`config.mk`:
```
export PLATFORM = sky130hd
export DESIGN_NAME = sliding_window_median_unit
export DESIGN_NICKNAME = d
export VERILOG_FILES = /design/src/rtl/slwm_pkg.sv /design/src/rtl/slwm_cell.sv /design/src/rtl/sliding_window_median_unit.sv
export SDC_FILE = /design/constraint.sdc
export NUM_CORES = 1
export LEC_CHECK = 0
export ABC_AREA = 1
export BUFFER_PORTS_ARGS = -buffer_cell sky130_fd_sc_hd__buf_2
export CORE_MARGIN = 4
export CORE_UTILIZATION = 45
export CTS_BUF_LIST = sky130_fd_sc_hd__clkbuf_16
export CTS_CLUSTER_SIZE = 25
export DETAILED_ROUTE_END_ITERATION = 8
export PLACE_DENSITY = 0.71
export REMOVE_ABC_BUFFERS = 1
export SYNTH_ARGS = -nofsm -noshare
export SYNTH_HDL_FRONTEND = slang
export SYNTH_SLANG_ARGS = --single-unit
```
`constraint.sdc`:
```
create_clock -name clk -period 4.49 [get_ports clk]
set_input_delay 0.2245 -clock clk [delete_from_list [all_inputs] [get_ports clk]]
set_output_delay 0.2245 -clock clk [all_outputs]
set_load 0.02 [all_outputs]
```
`src/rtl/slwm_pkg.sv`:
```
`timescale 1ns / 1ps
`default_nettype none

package slwm_pkg;

  // History depth (newest sample at cell 0)
  localparam int WINDOW   = 8;
  localparam int SAMPLE_W = 16;
  localparam int CFG_W    = 4;
  localparam int IDX_W    = (WINDOW > 1) ? $clog2(WINDOW) : 1;
  localparam int LEN_W    = $clog2(WINDOW + 1);

  localparam logic [LEN_W-1:0] LEN_RESET = LEN_W'(WINDOW);

  typedef logic signed [SAMPLE_W-1:0] sample_t;
  typedef logic [IDX_W-1:0]           idx_t;
  typedef logic [LEN_W-1:0]           len_t;

  // Sample travelling round the probe ring, tagged with its history position
  typedef struct packed {
    sample_t value;
    idx_t    tag;
  } probe_t;

  // Sequencer to cell row
  typedef struct packed {
    logic load;
    logic rank;
    len_t len;
  } cell_ctrl_t;

  // Zero counts as one, anything past the history saturates
  function automatic len_t eff_len(input logic [CFG_W-1:0] raw);
    len_t res;
    if (raw == '0) begin
      res = len_t'(1);
    end else if (32'(raw) > WINDOW) begin
      res = LEN_RESET;
    end else begin
      res = len_t'(raw);
    end
    return res;
  endfunction

endpackage

`default_nettype wire

```
`src/rtl/slwm_cell.sv`:
```
`timescale 1ns / 1ps
`default_nettype none

module slwm_cell (
  input  wire                  clk,
  input  wire                  rst_n,
  input  slwm_pkg::cell_ctrl_t ctrl,
  input  slwm_pkg::idx_t       cell_idx,
  input  slwm_pkg::sample_t    hist_in,
  input  slwm_pkg::probe_t     probe_in,
  output slwm_pkg::sample_t    hist_out,
  output slwm_pkg::probe_t     probe_out,
  output logic                 is_median
);

  slwm_pkg::sample_t hist_r;
  slwm_pkg::probe_t  probe_r;
  slwm_pkg::idx_t    count_r;
  logic              beats_me;
  logic              in_window;

  // In-window probe outranks this cell: larger, or equal and newer (lower position)
  assign beats_me = (slwm_pkg::len_t'(probe_r.tag) < ctrl.len) &&
                    (($signed(probe_r.value) > $signed(hist_r)) ||
                     ((probe_r.value == hist_r) && (probe_r.tag < cell_idx)));

  assign in_window = slwm_pkg::len_t'(cell_idx) < ctrl.len;
  assign is_median = in_window &&
                     (slwm_pkg::len_t'(count_r) == (ctrl.len >> 1));

  assign hist_out  = hist_r;
  assign probe_out = probe_r;

  always_ff @(posedge clk) begin
    if (!rst_n) begin
      hist_r <= '0;
    end else if (ctrl.load) begin
      hist_r <= hist_in;
    end
  end

  always_ff @(posedge clk) begin
    if (ctrl.load) begin
      probe_r.value <= hist_in;
      probe_r.tag   <= cell_idx;
      count_r       <= '0;
    end else if (ctrl.rank) begin
      probe_r <= probe_in;
      if (beats_me) begin
        count_r <= count_r + slwm_pkg::idx_t'(1);
      end
    end
  end

endmodule

`default_nettype wire

```
`src/rtl/sliding_window_median_unit.sv`:
```
`timescale 1ns / 1ps
`default_nettype none

// Channel  Dir  Handshake            Payload
// in       in   in_valid / in_stall  in_sample (s16)
// out      out  out_valid / out_stall out_median (s16)
// cfg      in   cfg_valid / cfg_ready cfg_window_length (u4)
//
// A request first shifts its sample into the cell row, then the probe ring
// rotates once past every cell, and last the median is picked into the
// output register. in_stall is low only when idle; a waiting result does
// not block the next request, only the final pick.
// cfg_ready is high only when idle with no request offered, so a length
// write never lands in the middle of a ranking pass.
// Reset (synchronous, rst_n low) zeros the history and sets length to WINDOW.

module sliding_window_median_unit (
  input  wire                      clk,
  input  wire                      rst_n,
  input  wire                      in_valid,
  output logic                     in_stall,
  input  wire  [15:0]              in_sample,
  output logic                     out_valid,
  input  wire                      out_stall,
  output logic [15:0]              out_median,
  input  wire                      cfg_valid,
  output logic                     cfg_ready,
  input  wire  [3:0]               cfg_window_length
);

  typedef enum logic [1:0] {
    ST_IDLE,
    ST_RANK,
    ST_PICK
  } state_t;

  localparam slwm_pkg::idx_t RANK_LAST = slwm_pkg::idx_t'(slwm_pkg::WINDOW - 1);

  state_t                state_r;
  slwm_pkg::idx_t        rank_cnt_r;
  slwm_pkg::len_t        len_r;
  logic                  out_valid_r;
  slwm_pkg::sample_t     out_median_r;

  slwm_pkg::cell_ctrl_t  ctrl;
  slwm_pkg::sample_t     hist [slwm_pkg::WINDOW];
  slwm_pkg::probe_t      probe [slwm_pkg::WINDOW];
  logic [slwm_pkg::WINDOW-1:0] sel_vec;
  slwm_pkg::sample_t     median_sel;
  logic                  in_take;
  logic                  out_free;

  assign in_take  = in_valid && !in_stall;
  assign out_free = !out_valid_r || !out_stall;

  assign in_stall   = (state_r != ST_IDLE);
  assign cfg_ready  = (state_r == ST_IDLE) && !in_valid;
  assign out_valid  = out_valid_r;
  assign out_median = out_median_r;

  assign ctrl.load = in_take;
  assign ctrl.rank = (state_r == ST_RANK);
  assign ctrl.len  = len_r;

  // Cell row: history shifts towards the old end, probes circulate as a ring
  for (genvar i = 0; i < slwm_pkg::WINDOW; i++) begin : g_cell
    slwm_pkg::sample_t hist_feed;
    slwm_pkg::probe_t  probe_feed;

    if (i == 0) begin : g_head
      assign hist_feed  = slwm_pkg::sample_t'(in_sample);
      assign probe_feed = probe[slwm_pkg::WINDOW-1];
    end else begin : g_body
      assign hist_feed  = hist[i-1];
      assign probe_feed = probe[i-1];
    end

    slwm_cell u_cell (
      .clk       (clk),
      .rst_n     (rst_n),
      .ctrl      (ctrl),
      .cell_idx  (slwm_pkg::idx_t'(i)),
      .hist_in   (hist_feed),
      .probe_in  (probe_feed),
      .hist_out  (hist[i]),
      .probe_out (probe[i]),
      .is_median (sel_vec[i])
    );
  end

  // Exactly one in-window cell has rank len/2 once the ring has gone round
  always_comb begin
    median_sel = '0;
    for (int k = 0; k < slwm_pkg::WINDOW; k++) begin
      if (sel_vec[k]) begin
        median_sel = median_sel | hist[k];
      end
    end
  end

  always_ff @(posedge clk) begin
    if (!rst_n) begin
      state_r     <= ST_IDLE;
      rank_cnt_r  <= '0;
      len_r       <= slwm_pkg::LEN_RESET;
      out_valid_r <= 1'b0;
    end else begin
      if (cfg_valid && cfg_ready) begin
        len_r <= slwm_pkg::eff_len(cfg_window_length);
      end
      unique case (state_r)
        ST_IDLE: begin
          if (!out_stall) begin
            out_valid_r <= 1'b0;
          end
          if (in_take) begin
            rank_cnt_r <= '0;
            state_r    <= ST_RANK;
          end
        end
        ST_RANK: begin
          if (!out_stall) begin
            out_valid_r <= 1'b0;
          end
          rank_cnt_r <= rank_cnt_r + slwm_pkg::idx_t'(1);
          if (rank_cnt_r == RANK_LAST) begin
            state_r <= ST_PICK;
          end
        end
        ST_PICK: begin
          // hold the pick until the previous result is gone
          if (out_free) begin
            out_valid_r  <= 1'b1;
            out_median_r <= median_sel;
            state_r      <= ST_IDLE;
          end
        end
        default: begin
          state_r <= ST_IDLE;
        end
      endcase
    end
  end

`ifndef SYNTHESIS
  a_pick_onehot: assert property (@(posedge clk) disable iff (!rst_n)
    (state_r == ST_PICK) |-> $onehot(sel_vec))
    else $error("median select not one-hot");

  a_take_starts_rank: assert property (@(posedge clk) disable iff (!rst_n)
    in_take |=> (state_r == ST_RANK) && (rank_cnt_r == '0))
    else $error("accepted request did not start ranking");

  a_rank_to_pick: assert property (@(posedge clk) disable iff (!rst_n)
    (state_r == ST_RANK) && (rank_cnt_r == RANK_LAST) |=> (state_r == ST_PICK))
    else $error("ranking pass did not end in pick");

  a_len_range: assert property (@(posedge clk) disable iff (!rst_n)
    (len_r != '0) && (32'(len_r) <= slwm_pkg::WINDOW))
    else $error("window length out of range");

  a_result_on_pick: assert property (@(posedge clk) disable iff (!rst_n)
    (state_r == ST_PICK) && out_free |=> out_valid_r && (state_r == ST_IDLE))
    else $error("pick did not present a result");
`endif

endmodule

`default_nettype wire
```
==> results by stage <==
Run status:
- The run finished with clean final reports.

Finish:
- From synthesis to final layout, the design area changed by 11.6%.
- The area of the multi-input gates is 7850 sq um.
- The repair_antennas step left the layout with diodes totalling 0.
- The sequential standard cell area is 8050 sq um.
- The count of cells in the finished layout, fillers not included, comes to 2,668.
- The layout net count is 2,308.
- The share of cells above drive strength 1 is 6.72%.
- The number of fillers in the final layout is 3,610.

Timing:
- The total count of max-transition violations in the final report is 0.
- The highest achievable clock rate is 0.358 GHz.
- For the pin with the worst max-slew slack, the measured transition is 1.06 ns.
- The setup slack of the critical path after layout is 1.70 ns.
- The worst slew slack as a fraction of its limit is 29.1%.
- After routing, the total negative slack on setup checks comes to 0 ns.
- Clock skew on the completed layout was measured at 0.0206 ns.
- Setup repair after global routing left no endpoint under its margin.
- The time the worst path needs with I/O delays and setup is 2.79 ns.
- The number of hold violations in the final report is 0.
- Setup violations remaining at the end of the flow were counted as 0.
- The worst path uses 62.2% of the clock period.

Synth:
- Synthesis produced 2,091 cells.
- The distinct cell type count of the synthesized netlist is 44.
- The async set-reset flop share out of synthesis is 0%.
- After synthesis, the most frequently instantiated cells are sky130_fd_sc_hd__nand2_1, sky130_fd_sc_hd__a21oi_1, sky130_fd_sc_hd__inv_1, sky130_fd_sc_hd__dfxtp_1, sky130_fd_sc_hd__ha_1.
- Yosys attributes the largest share of cell area to sky130_fd_sc_hd__edfxtp_1, sky130_fd_sc_hd__dfxtp_1, sky130_fd_sc_hd__nand2_1.
- In the synthesized netlist the dominant register cell turns out to be sky130_fd_sc_hd__dfxtp_1.
- The top cell type by area accounts for 25.4% of the synthesized area.
- Yosys mapped a number of flops with a built-in enable equal to 144.
- The average instance in the mapped netlist occupies 8.16 sq um.
- The synthesized design spends more area on one cell type than any other, namely sky130_fd_sc_hd__edfxtp_1.
- The flip-flop and latch count after synthesis is 330.
- The most repeated cell in the gate-level netlist after synthesis is sky130_fd_sc_hd__nand2_1.
- The share of the yosys chip area belonging to registers is 47.2%.
- The netlist area before placement is 17,100 sq um.
- The synthesis warning total is 0.

Drt:
- The number of remaining DRC errors is 0.
- For this block, the via count after detailed routing is 14,400.
- The detailed route wirelength on metal2 is 21.6 mm.
- In the final routing, the length of wire on met1 measures 19.6 mm.
- The sum of met3 wire segment lengths after detailed routing is 3.87 mm.
- The detailed router's first-iteration violation count is 1,539.
- The detailed-routing iteration count for the pre-antenna-repair pass is 6.
- In the final routed layout, each cell accounts on average for 17.5 um.
- The routed wire length is 46.8 mm.
- Once detail routing completed, the nets flagged for antenna violations numbered 0.
- The top routing layer in use is met5.
- Using the TritonRoute via totals, the vias-per-cell ratio works out to 5.39.

Power and ir drop:
- The power per unit of standard cell area is 400 nW/um^2.
- In this run the static leakage power is 0.00808 uW.
- The worst ir drop on vdd is 0.319 mV.

Worst setup path:
- STA classifies the critical path endpoint as a flip-flop.
- Data on the critical path arrives at its endpoint at 2.94 ns.
- The required time of the worst setup path is 4.63 ns.
- STA classifies the critical path startpoint as a flip-flop.
- The most common cell type on the critical path is sky130_fd_sc_hd__nor2_1.
- The maximum fanout encountered on the critical timing path is 129.
- The critical path is of the flip-flop to flip-flop type.
- The slowest stage of the critical path is the sky130_fd_sc_hd__nor2_4 cell.
- On the worst path, the slowest cell contributes a delay of 0.79 ns.
- The critical path goes through nor2_1 > inv_2 > nor2_4 > nor2_1 > inv_4 > buf_12.

Flow run:
- The max capacitance violation total is 0.

Clocking:
- For this design, the sink count on the clock tree is 330.
- Clock tree synthesis inserted a total of 38 buffers.
- The H-tree depth reported by CTS is 2.
- The clock passes through at most 3 buffers.
- After clock tree synthesis, the clock-pin slew on the worst setup and hold paths is 0.06 ns.
- After clock tree synthesis, the repair step resized 0 gates.
- The root buffer selected by CTS is sky130_fd_sc_hd__clkbuf_16.
- The worst-skew pair later-pin latency is 0.53 ns.
- Post-CTS timing repair inserted 0 buffers for setup.
- The number of hold buffers added after CTS was 17.
- TritonCTS built the clock tree.

Floorplanning:
- The floorplan has 71 rows.
- The overall die width is 203 um.
- Once the floorplan was initialized, standard cells occupied 45.5% of the core.
- For this design the top-level I/O count stands at 44.
- The core footprint is 37,500 sq um.
- The overall die area is 41,100 sq um.
- Measured along the y axis, the die boundary spans 203 um.

Global routing:
- The number of antenna violations at the first check in global routing was 1.
- The total overflow left after global routing is 0.
- The wire length of the first global-routing pass is 73.3 mm.
- For this run, the total global-route usage over all layers was measured as 22.3%.
- The pin count of the biggest net entering global routing is 143.
- The number of global-route vias before repair is 13,900.

Place:
- The post-place setup slack is 1.74 ns.
- The HPWL after detailed placement is 31.5 mm.
- Buffers placed on the I/O ports in this run total 43.
- The congestion estimate from routability-driven global placement came to 0.912.
- The number of placed cells counting well taps is 2,583.

Min path:
- The classification of the worst-slack hold path is input pin to flip-flop.
[layout by cell type, fill, tap and decap left out, types with 11 or more instances in the layout]
cell,instances
sky130_fd_sc_hd__a21oi_1,257
sky130_fd_sc_hd__buf_2,43
sky130_fd_sc_hd__buf_4,11
sky130_fd_sc_hd__clkbuf_16,39
sky130_fd_sc_hd__dfxtp_1,186
sky130_fd_sc_hd__dlygate4sd3_1,17
sky130_fd_sc_hd__edfxtp_1,144
sky130_fd_sc_hd__ha_1,154
sky130_fd_sc_hd__inv_1,206
sky130_fd_sc_hd__nand2_1,748
sky130_fd_sc_hd__nand3_1,50
sky130_fd_sc_hd__nand4_1,14
sky130_fd_sc_hd__nor2_1,79
sky130_fd_sc_hd__nor3_1,16
sky130_fd_sc_hd__o21ai_0,37
sky130_fd_sc_hd__o21ai_1,11
sky130_fd_sc_hd__o22ai_1,38
sky130_fd_sc_hd__xor2_1,13
[state kept, by name, indices dropped and copies added (netlist names)]
name                     flops
rank_cnt_r                   3
out_median                  16
g_cell.u_cell.probe_out    152
state_r                      2
g_cell.u_cell.hist_out     128
len_r                        4
g_cell.u_cell.count_r       24
out_valid                    1
[through the flow]
step	total power [uW]	utilization, %	hold WS, ns	instance area (sq um)
6_report	7610	50.7	0.0115	19000
5_1_grt	7950	50.7	0.0227	19000
4_1_cts	7640	50.7	0.00299	19000
3_5_place_dp	4660	47.1	0.455	17700
3_3_place_gp	4620	47.1	0.450	17700
2_1_floorplan	4280	-	0.342	16700
[cell type report]
cell class                 instances  area share, %
sequential                       330           42.3
multi-input combinational       1479           41.2
clock buffer                      39           5.13
inverter                         207           4.16
tap                              511           3.36
timing repair buffer              73           2.67
clock inverter                    29           1.13
[power breakdown]
part | internal (uW) | switching [uW]
clock | 1750 | 1240
combinational | 363 | 729
sequential | 3370 | 160
total | 5480 | 2130
[logic make-up (layout without fill, tap and decap cells)]
logic type	after synthesis	in the layout	share of synthesized area, %
AOI/OAI and AO/OA	374	374	11.9
buffers and inverters	282	348	6.84
xor gates and xnor gates	16	16	0.822
and+or+nand+nor	935	935	22.0
DFF	330	330	47.2
adders and majority gates	154	154	11.3
[critical path: cells and delay by family, from the launching register on]
family	cells	cell delay [ns]
simple gates	3	1.20
buf+inv	3	0.75
flops	1	0.35
[layer usage]
| layer | vias up | GRT usage [%] |
|---|---|---|
| met3 | 99 | 4.09 |
| met2 | 565 | 36.6 |
| li1 | 6994 | - |
| met4 | 2 | 7.98 |
| met5 | - | 0 |
| met1 | 6716 | 29.8 |
[worst paths after layout]
kind                                 from                       endpoint  slack (ns)  cells after the start
max                            state_r[1]  g_cell[5].u_cell.probe_out[4]        1.70                      6
max reg2reg                    state_r[1]  g_cell[5].u_cell.probe_out[4]        1.70                      6
min reg2reg  g_cell[7].u_cell.hist_out[3]   g_cell[7].u_cell.hist_out[3]        0.46                      2
min                          in_sample[2]   g_cell[0].u_cell.hist_out[2]        0.01                      3
Power figures use the tool's default switching activity.
